==> config.mk <==
export PLATFORM = sky130hd
export DESIGN_NAME = wav_data_chunk_extractor
export DESIGN_NICKNAME = d
export VERILOG_FILES = /design/src/hw/rtl/wdce_pkg.sv /design/src/hw/rtl/wav_data_chunk_extractor.sv
export VERILOG_INCLUDE_DIRS = /design/src /design/src/hw/rtl
export SDC_FILE = /design/constraint.sdc
export NUM_CORES = 1
export LEC_CHECK = 0
export ABC_AREA = 1
export BUFFER_PORTS_ARGS = -buffer_cell sky130_fd_sc_hd__clkbuf_2
export CORE_MARGIN = 8
export CORE_UTILIZATION = 40
export DETAILED_ROUTE_END_ITERATION = 10
export GPL_TIMING_DRIVEN = 0
export PLACE_DENSITY = 0.59
export SETUP_SLACK_MARGIN = 0.2
export SYNTH_ARGS = -nofsm -noshare
export SYNTH_HDL_FRONTEND = slang
export SYNTH_SLANG_ARGS = --single-unit
==> constraint.sdc <==
create_clock -name clk_i -period 14.1 [get_ports clk_i]
set_input_delay 2.82 -clock clk_i [delete_from_list [all_inputs] [get_ports clk_i]]
set_output_delay 2.82 -clock clk_i [all_outputs]
set_load 0.01 [all_outputs]
==> src/hw/rtl/wav_data_chunk_extractor_macros.svh <==
// ----------------------------------------------------------------------------
// WAV data chunk extractor: assertion macros
// Shorthand for the clocked, reset-qualified checks used in the RTL.
// ----------------------------------------------------------------------------
`ifndef WAV_DATA_CHUNK_EXTRACTOR_MACROS_SVH
`define WAV_DATA_CHUNK_EXTRACTOR_MACROS_SVH

// Same-cycle implication, sampled on clk_i, off while rst_ni is low
`define WDCE_ASSERT_IMP(label, ante, cons) \
  label: assert property (@(posedge clk_i) disable iff (!rst_ni) (ante) |-> (cons)) \
    else $error("wdce check failed");

// Next-cycle implication, sampled on clk_i, off while rst_ni is low
`define WDCE_ASSERT_NXT(label, ante, cons) \
  label: assert property (@(posedge clk_i) disable iff (!rst_ni) (ante) |=> (cons)) \
    else $error("wdce check failed");

`endif

==> src/hw/rtl/wdce_pkg.sv <==
// ----------------------------------------------------------------------------
// WAV data chunk extractor package
// Transfer types, parser phases, status codes and the RIFF/WAVE tags.
// ----------------------------------------------------------------------------
`default_nettype none

package wdce_pkg;

  typedef enum logic [2:0] {
    PH_HEADER = 3'd0,
    PH_CHUNK  = 3'd1,
    PH_SKIP   = 3'd2,
    PH_DATA   = 3'd3,
    PH_IDLE   = 3'd4
  } phase_e;

  typedef enum logic [1:0] {
    ST_SAMPLE    = 2'd0,
    ST_DATA_HDR  = 2'd1,
    ST_BAD_MAGIC = 2'd2,
    ST_NO_DATA   = 2'd3
  } status_e;

  typedef struct packed {
    logic [7:0] data_byte;
    logic       file_start;
    logic       file_end;
  } in_item_t;

  typedef struct packed {
    logic [1:0]          status;
    logic signed [15:0]  sample;
    logic [31:0]         chunk_size;
    logic                last_sample;
  } out_item_t;

  // Tags indexed by byte position, entry 0 is the first byte in the stream
  localparam logic [3:0][7:0] RiffTag = {8'h46, 8'h46, 8'h49, 8'h52};
  localparam logic [3:0][7:0] WaveTag = {8'h45, 8'h56, 8'h41, 8'h57};
  localparam logic [3:0][7:0] DataTag = {8'h61, 8'h74, 8'h61, 8'h64};

  localparam logic [3:0] FileHdrLast  = 4'd11;
  localparam logic [3:0] WaveTagFirst = 4'd8;
  localparam logic [3:0] RiffTagEnd   = 4'd4;
  localparam logic [2:0] ChunkHdrLast = 3'd7;

endpackage

`default_nettype wire

==> src/hw/rtl/wav_data_chunk_extractor.sv <==
// ----------------------------------------------------------------------------
// WAV data chunk extractor
// Parses a RIFF/WAVE byte stream, reports the data chunk size and packs the
// data bytes into little-endian 16-bit samples.
// ----------------------------------------------------------------------------
// An input transfer passes through the input register, then through the parser
//   logic into the result register.
// Throughput: one byte per cycle unless the output stalls; the parser state
// is one register stage. Bytes that give no result put no item on the output.
// Reset: asynchronous, active low; parser expects a file header, no items held.
`default_nettype none

`include "wav_data_chunk_extractor_macros.svh"

module wav_data_chunk_extractor (
  input  wire                 clk_i,
  input  wire                 rst_ni,
  input  wire                 in_valid_i,
  output logic                in_stall_o,
  input  wdce_pkg::in_item_t  in_data_i,
  output logic                out_valid_o,
  input  wire                 out_stall_i,
  output wdce_pkg::out_item_t out_data_o
);

  // input register
  logic               in_vld_q, in_vld_d;
  wdce_pkg::in_item_t in_q;

  // result register
  logic                out_vld_q, out_vld_d;
  wdce_pkg::out_item_t out_q;

  // parser state
  wdce_pkg::phase_e phase_q, phase_d, phase_c;
  logic [3:0]       hcnt_q, hcnt_d, hcnt_c;
  logic             magic_q, magic_d, magic_c;
  logic             isdata_q, isdata_d, isdata_c;
  logic [3:0][7:0]  size_q, size_d, size_c;
  logic [32:0]      left_q, left_d, left_c, left_dec;
  logic [7:0]       low_q, low_d, low_c;
  logic             have_q, have_d, have_c;

  logic                fire;
  logic                accept;
  logic                res_vld;
  wdce_pkg::out_item_t res;

  assign fire       = in_vld_q && !(out_vld_q && out_stall_i);
  assign in_stall_o = in_vld_q && !fire;
  assign accept     = in_valid_i && !in_stall_o;

  always_comb begin
    in_vld_d = in_vld_q;
    if (accept) begin
      in_vld_d = 1'b1;
    end else if (fire) begin
      in_vld_d = 1'b0;
    end
    out_vld_d = out_vld_q;
    if (!out_vld_q || !out_stall_i) begin
      out_vld_d = fire && res_vld;
    end
  end

  always_comb begin
    // a file start restarts parsing on this very byte
    phase_c  = phase_q;
    hcnt_c   = hcnt_q;
    magic_c  = magic_q;
    isdata_c = isdata_q;
    size_c   = size_q;
    left_c   = left_q;
    low_c    = low_q;
    have_c   = have_q;
    if (in_q.file_start) begin
      phase_c  = wdce_pkg::PH_HEADER;
      hcnt_c   = '0;
      magic_c  = 1'b1;
      isdata_c = 1'b1;
      size_c   = '0;
      left_c   = '0;
      low_c    = '0;
      have_c   = 1'b0;
    end

    phase_d  = phase_c;
    hcnt_d   = hcnt_c;
    magic_d  = magic_c;
    isdata_d = isdata_c;
    size_d   = size_c;
    left_d   = left_c;
    low_d    = low_c;
    have_d   = have_c;
    res_vld  = 1'b0;
    res      = '0;
    left_dec = left_c - 33'd1;

    case (phase_c)
      wdce_pkg::PH_HEADER: begin
        if (hcnt_c < wdce_pkg::RiffTagEnd &&
            in_q.data_byte != wdce_pkg::RiffTag[hcnt_c[1:0]]) begin
          magic_d = 1'b0;
        end
        if (hcnt_c >= wdce_pkg::WaveTagFirst && hcnt_c <= wdce_pkg::FileHdrLast &&
            in_q.data_byte != wdce_pkg::WaveTag[hcnt_c[1:0]]) begin
          magic_d = 1'b0;
        end
        if (hcnt_c >= wdce_pkg::FileHdrLast) begin
          if (!magic_d) begin
            res_vld    = 1'b1;
            res.status = wdce_pkg::ST_BAD_MAGIC;
            phase_d    = wdce_pkg::PH_IDLE;
          end else begin
            phase_d  = wdce_pkg::PH_CHUNK;
            hcnt_d   = '0;
            isdata_d = 1'b1;
            size_d   = '0;
          end
        end else begin
          hcnt_d = hcnt_c + 4'd1;
        end
      end
      wdce_pkg::PH_CHUNK: begin
        if (!hcnt_c[2]) begin
          if (in_q.data_byte != wdce_pkg::DataTag[hcnt_c[1:0]]) begin
            isdata_d = 1'b0;
          end
        end else begin
          size_d[hcnt_c[1:0]] = size_c[hcnt_c[1:0]] | in_q.data_byte;
        end
        if (hcnt_c[2:0] == wdce_pkg::ChunkHdrLast) begin
          if (isdata_d) begin
            res_vld        = 1'b1;
            res.status     = wdce_pkg::ST_DATA_HDR;
            res.chunk_size = size_d;
            left_d         = {1'b0, size_d};
            have_d         = 1'b0;
            phase_d        = (size_d == '0) ? wdce_pkg::PH_IDLE : wdce_pkg::PH_DATA;
          end else begin
            // skip length padded to even, 33 bits so an all-ones size does not wrap
            left_d = {1'b0, size_d} + {32'd0, size_d[0][0]};
            if (left_d == '0) begin
              phase_d  = wdce_pkg::PH_CHUNK;
              hcnt_d   = '0;
              isdata_d = 1'b1;
              size_d   = '0;
            end else begin
              phase_d = wdce_pkg::PH_SKIP;
            end
          end
        end else begin
          hcnt_d = {1'b0, hcnt_c[2:0] + 3'd1};
        end
      end
      wdce_pkg::PH_SKIP: begin
        left_d = left_dec;
        if (left_dec == '0) begin
          phase_d  = wdce_pkg::PH_CHUNK;
          hcnt_d   = '0;
          isdata_d = 1'b1;
          size_d   = '0;
        end
      end
      wdce_pkg::PH_DATA: begin
        left_d = left_dec;
        if (have_c) begin
          res_vld         = 1'b1;
          res.status      = wdce_pkg::ST_SAMPLE;
          res.sample      = signed'({in_q.data_byte, low_c});
          res.last_sample = (left_dec < 33'd2) || in_q.file_end;
          have_d          = 1'b0;
        end else begin
          low_d  = in_q.data_byte;
          have_d = 1'b1;
        end
        if (left_dec == '0) begin
          phase_d = wdce_pkg::PH_IDLE;
        end
      end
      default: begin
        phase_d = wdce_pkg::PH_IDLE;
      end
    endcase

    if (in_q.file_end) begin
      // file ended before the data chunk, unless bad magic was already flagged
      if (!res_vld && (phase_d == wdce_pkg::PH_HEADER || phase_d == wdce_pkg::PH_CHUNK ||
                       phase_d == wdce_pkg::PH_SKIP)) begin
        res_vld    = 1'b1;
        res.status = wdce_pkg::ST_NO_DATA;
      end
      phase_d = wdce_pkg::PH_IDLE;
      have_d  = 1'b0;
    end
  end

  always_ff @(posedge clk_i or negedge rst_ni) begin
    if (!rst_ni) begin
      in_vld_q  <= 1'b0;
      out_vld_q <= 1'b0;
      phase_q   <= wdce_pkg::PH_HEADER;
      hcnt_q    <= '0;
      magic_q   <= 1'b1;
      isdata_q  <= 1'b1;
      size_q    <= '0;
      left_q    <= '0;
      low_q     <= '0;
      have_q    <= 1'b0;
    end else begin
      in_vld_q  <= in_vld_d;
      out_vld_q <= out_vld_d;
      if (fire) begin
        phase_q  <= phase_d;
        hcnt_q   <= hcnt_d;
        magic_q  <= magic_d;
        isdata_q <= isdata_d;
        size_q   <= size_d;
        left_q   <= left_d;
        low_q    <= low_d;
        have_q   <= have_d;
      end
    end
  end

  always_ff @(posedge clk_i) begin
    if (accept) begin
      in_q <= in_data_i;
    end
    if (fire && res_vld) begin
      out_q <= res;
    end
  end

  assign out_valid_o = out_vld_q;
  assign out_data_o  = out_q;

  `WDCE_ASSERT_IMP(a_data_left_nonzero, phase_q == wdce_pkg::PH_DATA, left_q != '0)
  `WDCE_ASSERT_IMP(a_skip_left_nonzero, phase_q == wdce_pkg::PH_SKIP, left_q != '0)
  `WDCE_ASSERT_IMP(a_chunk_hdr_count, phase_q == wdce_pkg::PH_CHUNK, hcnt_q[3] == 1'b0)
  `WDCE_ASSERT_NXT(a_result_loaded, fire && res_vld, out_vld_q)

endmodule

`default_nettype wire
==> metrics.txt, run 1 <==
Post-Synth Adder-Cell Area 0.007591; Initial Util 0.4042; fin. max-slew vios 0; Syn Nets 1722; routability cong. 0.9299; mapped cell area 0.01154 sq mm; fraction of layout cells with a size suffix above 1 0.1255; Leakage Power 5.465 nW; min Tclk post-route between 6 and 7 ns; clock skew 0.01623 ns; Synth Area in Simple Gates 0.3736; full die area between 0.03 and 0.04 sq mm; sw frac 0.4223; multiplexer share of the synthesized area 0; area delta synth->final 12.55%; yosys warns 0; initial antenna violation count 0; grt met3 use 0.05407; Initial DRC Count 1437; via count 12430; Flop pwr share 0.329; pwr/cell area 122.3 mW/mm^2; Slew headroom 0.3697; post-CTS resize count 0; post-synthesis compound-gate area fraction 0.1556; internal power ~0.92 mW; maximum VDD drop 94.83 uV; depth of the CTS H-tree 4; gate count after technology mapping ~1700; worst path arrival time 3.24 ns; worst skew pair latency 0.46 ns; largest family of logic cells by synthesized area simple AND/OR/NAND/NOR gates; number of CTS-inserted buffers 17; met1 GRT Util 0.4051; core area 0.02855 sq mm; Worst Tran Pin Value 0.9455 ns; grt total ovfl 0; global routing usage on met2 0.4381; Post-synth EDFFs 61; NetSw around 0.67 mW; DRC errors left 0; Max Cap Violations 0; Pwr Total 1.588 mW; IO Count 67; Total Routing Usage GR 0.2877; fraction of registers with async set/reset 0.5822; clk sinks ~150; count of different cell masters after synthesis 51; Crit Path Max Fanout 5; # Post-CTS Setup Buffers 0; Yosys reg bits between 100 and 150; Rows 62; worst min-delay path class flip-flop to flip-flop; Post-DP HPWL 38130 um; Multi-input gate area 0.006518 sq mm; largest net degree at the start of global routing 44; fillcell total 3116; Reg area about 0.0040 sq mm; final hold violation count 0; CTS Hold Bufs 0; crit end category output pin; # diodes 0; Final ANT Viol Nets 0; final number of setup-violating endpoints 0; largest buffer count on any clock path 2; Die Width 185.8 um; DRT Pass-1 Iters 5; startpoint types primary input; CP Class primary input to output pin; xor-xnor portion of the synthesized cell area 0.02809; die height 185.8 um; register area share after synthesis 0.3433; syn_area_per_cell 6.783 sq um; vias in the first global route 11650; Reg clk slew, reported paths 0.07 ns; final WL 48950 um; Final TNS setup 0 ns; Root Buffer clkbuf_16; busiest layer in global routing met2; Nets between 1500 and 2000; wire per inst 22.40 um; final period utilization 0.4299; Clk pwr share 0.297; CTS tree built; Crit path required time 11.28 ns; port buffer count 66; Most used DFF post-synth dfrtp_1; unrepaired setup endpoints after global routing false; Highest Clock Rate around 160 MHz; status finished, final reports clean; Comb pwr share 0.374; Vias/cell 5.690; first-pass GRT wire length 73400 um
## synthesized netlist by cell type, types with 7 or more instances
cell type,count,share of area
o221ai_1,23,0.017
xor2_1,31,0.024
o2111ai_1,7,0.0053
o21ai_0,84,0.036
nand3_2,15,0.013
ha_1,7,0.0076
inv_1,150,0.049
nand3_1,102,0.044
o22ai_1,19,0.010
inv_2,15,0.0049
clkbuf_1,46,0.015
nor2_4,11,0.011
edfxtp_1,61,0.16
buf_2,10,0.0043
nor2_1,228,0.074
nand2_4,8,0.0078
buf_6,9,0.0088
nor2_2,18,0.0098
o211ai_1,46,0.030
nand2_2,20,0.011
buf_1,7,0.0023
nand2_1,509,0.17
o21ai_1,25,0.011
a41oi_1,13,0.0099
a21oi_1,65,0.028
nand4_1,32,0.017
dfrtp_1,83,0.18
nor3_1,11,0.0048
## per-stage QoR
step                setup WS, ns  cells  hold slack, ns  area [sq um]    util
global route               7.977   2185          0.5166         12990  0.4549
CTS                        8.023   2185          0.4902         12990  0.4549
finish                     8.039   2185          0.4849         12990  0.4549
detailed placement         8.027   2153          0.4740         12400  0.4343
global placement           7.711   2151          0.4698         12350  0.4326
floorplan                  8.204   1701          0.4530         11540       -
## registers in the layout, summed over array words and instances (netlist names)
register / flops
out_data_o: 51
left_q: 33
in_q: 10
isdata_q: 1
in_vld_q: 1
out_valid_o: 1
magic_q: 1
phase_q: 3
hcnt_q: 4
size_q: 32
have_q: 1
low_q: 8
## area by class of cell
type / count / share of cell area
tap: 384 / 0.03700
buffer: 79 / 0.03257
sequential: 146 / 0.3050
clock inverter: 13 / 0.01185
clock buffer: 19 / 0.03334
inverter: 169 / 0.04904
multi-input combinational: 1307 / 0.5019
timing repair buffer: 68 / 0.02929
## per-layer routing
metal,wire (um),part of all wire
met2,21310,0.44
met5,0,0
met1,22120,0.45
met3,4247,0.087
met4,1273,0.026
## path summary, 6_finish.rpt
path / slack (ns) / from / cells after the start / to
max in group asynchronous: 10.92 / rst_ni / 2 / magic_q$_DFFE_PN1P_
min: 0.48 / left_q[16]$_DFFE_PN0P_ / 2 / left_q[16]$_DFFE_PN0P_
min reg2reg: 0.48 / left_q[16]$_DFFE_PN0P_ / 2 / left_q[16]$_DFFE_PN0P_
min in group asynchronous: 2.44 / rst_ni / 1 / low_q[6]$_DFFE_PN0P_
max reg2reg: 8.64 / in_q[1]$_DFFE_PP_ / 29 / out_data_o[30]$_SDFFCE_PN0P_
max: 8.04 / out_stall_i / 4 / in_stall_o
## power groups by stage
stage          combinational, mW  sequential (mW)  clock (mW)
2_1_floorplan              0.378            0.533           0
4_1_cts                    0.580            0.522       0.477
5_1_grt                    0.641            0.529       0.492
3_5_place_dp               0.578            0.530           0
6_report                   0.593            0.523       0.472
3_3_place_gp               0.574            0.530           0
## cells by family after synthesis
| group | Yosys count |
|---|---|
| compound gates | 292 |
| xor+xnor | 37 |
| fa+ha+maj | 7 |
| buf+inv | 248 |
| flops | 146 |
| simple gates | 971 |
## worst max-delay path: stages
cell and delay [ns]:
clkbuf_2 0.08, nand2_1 0.10, nor2_1 0.10, clkbuf_2 0.14
## cells in the final DEF (no fill, tap or decap), types with 3 or more instances in the layout
cell type	n
buf_4	5
o221ai_1	23
nand3_2	15
o21ai_1	25
nor3_1	11
nand2_4	8
o211ai_1	46
o22ai_1	19
nor2_4	11
ha_1	7
inv_2	16
nand3_1	102
xor2_1	31
inv_1	149
dfrtp_1	83
a41oi_1	13
a31oi_1	4
xnor2_1	6
nor4_1	6
inv_6	4
a21oi_1	65
clkbuf_2	65
o21ai_0	84
o2111ai_1	7
nand2_2	20
nor2_2	18
nor2_1	228
clkinv_1	3
buf_1	7
buf_2	10
edfxtp_1	61
buf_6	9
nor3_2	4
clkinvlp_4	4
nand4_1	32
clkbuf_1	48
nand2_1	509
clkbuf_16	17
Note: power is estimated with default switching activity, not from simulation.
==> run 2, diff against run 1 <==
Settings changed: PLACE_DENSITY 0.59 to 0.61.
Clock period 14.1 ns to 5.4 ns, I/O delays scaled along.
==> metrics.txt, run 2 (synthesis gave the netlist of run 1 again) <==
status finished, final reports clean; hold path depth 2; Root Buffer clkbuf_16; IO Count 67; final WL 47010 um; worst path arrival time 5.06 ns; Final WS setup roughly 0.46 ns; worst min-delay path class flip-flop to flip-flop; pwr/cell area about 320 mW/mm^2; Initial Util 0.4042; Reg clk slew, reported paths 0.08 ns; Hold Path Sink left_q[12]$_DFFE_PN0P_; placed instance area about 0.012 sq mm; Nets roughly 1800; number of CTS-inserted buffers 17; R2R cell count 29; final period utilization 0.9145; fraction of layout cells with a size suffix above 1 0.1308; DRC errors left 0; Initial DRC Count 1772; core area 0.02855 sq mm; Die Width 185.8 um; Vias/cell 5.673; worst skew pair latency 0.45 ns; via count roughly 12000; CP Class flip-flop to flip-flop; Slew headroom 0.3850; full die area roughly 0.035 sq mm; CTS tree built; routability cong. 0.9624; most common cell after layout, fill and taps aside nand2_1; initial antenna violation count 0; Reg2Reg Capture Point out_data_o[16]$_SDFFCE_PN0P_; final hold violation count 0; Total Routing Usage GR 0.2751; max incr delay on CP 0.48 ns; depth of the CTS H-tree 4; DRT Pass-1 Iters 5; clock skew ~0.016 ns; maximum VDD drop around 180 uV; fillcell total 3020; Max Cap Violations 0; Final ANT Viol Nets 0; fin. max-slew vios 0; Crit path required time 5.52 ns; most frequent cells in the layout nand2_1 (509), nor2_1 (224), inv_1 (149), nand3_1 (101), o21ai_0 (84); unrepaired setup endpoints after global routing false; grt total ovfl 0; Rows 62; r2r startpoint in_q[1]$_DFFE_PP_; most frequent cell on the critical path nand2_1; largest net degree at the start of global routing 46; # diodes 0; crit end category flip-flop; vias in the first global route ~11000; CTS Hold Bufs 0; port buffer count 66; start point of the worst hold path left_q[12]$_DFFE_PN0P_; wire per inst around 21 um; Leakage Power between 5 and 6 nW; area delta synth->final 13.12%; max reg flops 51; R2R setup slack ~0.46 ns; Worst path slowest cell edfxtp_1; min Tclk post-route 4.938 ns; Highest Clock Rate 202.5 MHz; Final Instance Area 0.01305 sq mm; Post-DP HPWL 36750 um; largest buffer count on any clock path 2; Crit Path Max Fanout 32; die height ~190 um; pre-CTS setup slack approximately 0.1 ns; final number of setup-violating endpoints 0; clk sinks around 150; Worst Tran Pin Value 0.9225 ns; first-pass GRT wire length 70870 um; startpoint types flip-flop
-- run 2: critical path, delay by kind of cell, from the launching register on --
kind                     cells  cell delay, ns
flip-flops                   1            0.48
adder cells (fa/ha/maj)      1            0.22
buffers and inverters        7            1.19
AO/OA/AOI/OAI                1            0.12
AND/OR/NAND/NOR             20            2.56
-- run 2: stage by stage --
stage	hold slack, ns	utilization	power (mW)	setup TNS, ns	std cells
floorplan	0.4530	-	2.379	0	1701
global route	0.5169	0.4572	4.321	0	2188
detailed placement	0.4734	0.4343	2.861	0	2153
CTS	0.4908	0.4557	4.090	0	2185
global placement	0.4715	0.4326	2.850	-46.99	2151
finish	0.4857	0.4572	4.128	0	2188
-- run 2: power by group --
group	total [mW]	internal, mW	switching [mW]
sequential	1.36	1.29	0.0716
combinational	1.53	0.418	1.11
clock	1.24	0.627	0.609
total	4.13	2.33	1.79
-- run 2: how the worst max path moves through the flow --
stage | from | end | slack (ns)
finish | in_q[1]$_DFFE_PP_ | out_data_o[16]$_SDFFCE_PN0P_ | 0.46
global route | in_q[1]$_DFFE_PP_ | out_data_o[16]$_SDFFCE_PN0P_ | 0.27
CTS | in_q[1]$_DFFE_PP_ | out_data_o[16]$_SDFFCE_PN0P_ | 0.22
detailed placement | in_q[1]$_DFFE_PP_ | out_data_o[4]$_SDFFCE_PN0P_ | 0.1
global placement | in_q[1]$_DFFE_PP_ | out_data_o[4]$_SDFFCE_PN0P_ | -0.93
floorplan | in_q[1]$_DFFE_PP_ | out_data_o[0]$_SDFFCE_PN0P_ | 0.97
-- run 2: layout make-up --
| type | count | area, sq um | share of cell area |
|---|---|---|---|
| plain buffers | 79 | 422.9 | 0.03240 |
| clock buffers | 17 | 425.4 | 0.03259 |
| clock inverters | 15 | 180.2 | 0.01380 |
| inverters | 169 | 644.4 | 0.04937 |
| multi-input cells | 1307 | 6538 | 0.5009 |
| flip-flops and latches | 146 | 3961 | 0.3035 |
| well taps | 384 | 480.5 | 0.03681 |
| repair buffers | 70 | 395.4 | 0.03029 |
| repair inverters | 1 | 5.005 | 0.0003834 |
-- run 2: routing by layer --
layer	part of all wire	global-route usage	vias to the layer above
met2	0.43	0.4135	604
met5	0	0	-
met1	0.44	0.3772	5870
met4	0.032	0.09463	0
li1	-	-	5841
met3	0.097	0.07183	97
-- run 2: what timing repair did --
item | CTS | global route
gates cloned | 0 | 1
buffers inserted | 0 | 2
endpoints found under the setup margin | 32 | 51
resized for setup | 2 | 8
==> run 3, diff against run 2 <==
Settings changed: ABC_AREA 1 to unset, PLACE_DENSITY 0.61 to unset.
==> metrics.txt, run 3 <==
Reg clk slew, reported paths about 0.08 ns; worst-path cell chain buf_6 -> clkbuf_8 -> clkbuf_4 -> buf_4 -> buf_2 -> nor2b_1 -> a21o_1 -> ha_4 -> nand2_1 -> nor4_4 -> and3_1 -> buf_2 -> nand4_1 -> a22oi_2 -> and4_2 -> a41oi_1 -> a22oi_2 -> a31oi_4 -> buf_12 -> bufbuf_16; unrepaired setup endpoints after global routing false; Most used DFF post-synth dfrtp_1; CP Class flip-flop to flip-flop; Rows 59; via count 11000; most common cell after layout, fill and taps aside nand2_1; number of CTS-inserted buffers 17; final hold violation count 0; depth of the CTS H-tree 4; # diodes 0; syn_area_per_cell around 8.4 sq um; CTS Hold Bufs 0; worst path arrival time 5.34 ns; Total Routing Usage GR 0.2827; dpl cells 1631; max incr delay on CP about 0.45 ns; final cell count without fillers about 1700; min Tclk post-route a little over 5 ns; wire per inst 26.05 um; Final Instance Area around 0.013 sq mm; pre-CTS setup slack -2.301 ns; r2r startpoint in_q[1]$_DFFE_PP_; Die Width approximately 180 um; final period utilization 0.9493; crit end category flip-flop; worst skew pair latency 0.45 ns; IO Count 67; die height around 180 um; fraction of registers with async set/reset 0.5822; Post-DP HPWL 31870 um; Root Buffer clkbuf_16; Initial DRC Count 1454; status finished, final reports clean; worst min-delay path class flip-flop to flip-flop; CTS tree built; Crit Path Max Fanout 13; DRC errors left 0; Vias/cell 6.467; Hold Path Sink low_q[6]$_DFFE_PN0P_; Highest Clock Rate 195.1 MHz; cell family with most CP delay buffers and inverters; R2R cell count 20; synth cell count leaders nand2_1 (125), nor2_1 (110), o21ai_0 (101); Slew headroom 0.2484; R2R setup slack 0.27 ns; final WL around 44000 um; Worst path slowest cell nor4_4; count of different cell masters after synthesis 83; Finished Core Util 0.4892; port buffer count 66; Final TNS setup 0 ns; yosys warns 0; Initial Util 0.4021; placed instance area 0.01121 sq mm; Reg2Reg Capture Point out_data_o[39]$_SDFFCE_PN0P_; Max Cap Violations 0; full die area 0.03122 sq mm; Final WS setup 0.2740 ns; area delta synth->final 21.67%; core area between 0.02 and 0.03 sq mm; pwr/cell area between 300 and 400 mW/mm^2; Yosys reg bits 146; mapped cell area 0.01033 sq mm; Leakage Power 4.818 nW; clk sinks around 150; startpoint types flip-flop; largest buffer count on any clock path 2; routability cong. ~1; maximum VDD drop 189.6 uV; initial antenna violation count 0; fraction of layout cells with a size suffix above 1 0.1969; max reg flops 51; Nets roughly 1400; top-area cell type share of the netlist area 0.2011; DRT Pass-1 Iters 8; hold path depth 2; Final ANT Viol Nets 0; largest net degree at the start of global routing 45; Synth area leader dfrtp_1; Synth area leaders dfrtp_1 (20%), edfxtp_1 (18%), o21ai_0 (4.9%); Syn Nets approximately 1200; clock skew slightly above 0.02 ns; first-pass GRT wire length about 67000 um; vias in the first global route 10610; gate count after technology mapping 1227; grt total ovfl 0; most frequent cells in the layout nand2_1 (123), nor2_1 (108), o21ai_0 (99), a21oi_1 (86), dfrtp_1 (82); Post-synth EDFFs 61; most common cell in the netlist nand2_1; register area share after synthesis 0.3835; Crit path required time 5.61 ns; CP Buf/Inv Count 8; Worst Tran Pin Value 1.119 ns; start point of the worst hold path low_q[6]$_DFFE_PN0P_; final number of setup-violating endpoints 0; fin. max-slew vios 0
## run 3: cell count changes in the layout (fill, tap and decap cells not counted), sizes merged, moves of 25 or more
| cell | before | now |
|---|---|---|
| inv | 172 | 28 |
| a31oi | 4 | 34 |
| nor2 | 258 | 111 |
| a22o | 0 | 28 |
| and2 | 1 | 26 |
| nand3 | 118 | 42 |
| o211ai | 46 | 10 |
| buf | 37 | 63 |
| nor3 | 15 | 50 |
| nand2 | 537 | 125 |
## run 3: how the worst max path moves through the flow
stage / from / to / slack (ns) / depth (start not counted)
finish: in_q[1]$_DFFE_PP_ / out_data_o[39]$_SDFFCE_PN0P_ / 0.27 / 20
global route: in_q[1]$_DFFE_PP_ / out_data_o[39]$_SDFFCE_PN0P_ / 0.15 / 25
CTS: in_q[1]$_DFFE_PP_ / out_data_o[44]$_SDFFCE_PN0P_ / 0.20 / 15
detailed placement: in_q[1]$_DFFE_PP_ / out_data_o[20]$_SDFFCE_PN0P_ / -2.30 / 20
global placement: in_q[1]$_DFFE_PP_ / out_data_o[20]$_SDFFCE_PN0P_ / -2.65 / 19
floorplan: in_q[1]$_DFFE_PP_ / out_data_o[0]$_SDFFCE_PN0P_ / 0.23 / 19
## run 3: logic make-up (layout without fill, tap and decap cells)
| group | after synthesis | in the layout | synth area share |
|---|---|---|---|
| xor+xnor | 42 | 42 | 0.03561 |
| fa+ha+maj | 7 | 7 | 0.008478 |
| buf+inv | 115 | 253 | 0.04700 |
| compound gates | 396 | 397 | 0.2552 |
| simple gates | 494 | 494 | 0.2422 |
| flops | 146 | 146 | 0.3835 |
| mux | 27 | 27 | 0.02798 |
## run 3: cell type report
cell class,instances,area [sq um]
fillers,2521,13120
multi-input cells,967,6260
flip-flops and latches,146,3963
repair buffers,106,715.7
plain buffers,94,523.0
clock buffers,17,425.4
well taps,335,419.2
clock inverters,15,180.2
inverters,21,82.58
## run 3: power breakdown
part / switching [mW] / internal (mW)
sequential: 0.104 / 1.28
clock: 0.622 / 0.630
combinational: 1.37 / 0.750
## run 3: worst reg2reg max path: stages (launching register included)
cell and delay (ns):
edfxtp_1 0.44, buf_6 0.18, clkbuf_8 0.17, clkbuf_4 0.24
buf_4 0.24, buf_2 0.22, nor2b_1 0.15, a21o_1 0.23
ha_4 0.20, nand2_1 0.11, nor4_4 0.45, and3_1 0.21
buf_2 0.19, nand4_1 0.17, a22oi_2 0.22, and4_2 0.33
a41oi_1 0.20, a22oi_2 0.31, a31oi_4 0.13, buf_12 0.18
bufbuf_16 0.30
## run 3: repair_timing
item | in CTS | in global routing
pin swaps | 13 | 10
gates cloned | 2 | 0
resized for setup | 73 | 34
buffers inserted | 29 | 7
setup endpoints to repair | 120 | 85
## run 3: through the flow
step | hold slack, ns | power (mW)
floorplan | 0.4500 | 2.647
detailed placement | 0.4780 | 3.237
global route | 0.5057 | 4.961
global placement | 0.4734 | 3.237
CTS | 0.4969 | 4.642
finish | 0.4894 | 4.762
## run 3: routing by layer
metal,GRT usage,wire (um),vias up,share of wire
li1,-,-,4883,-
met1,0.3899,18800,5346,0.42
met2,0.4242,19260,656,0.43
met3,0.05547,4396,116,0.099
met4,0.1226,1857,0,0.042
met5,0,0,-,0
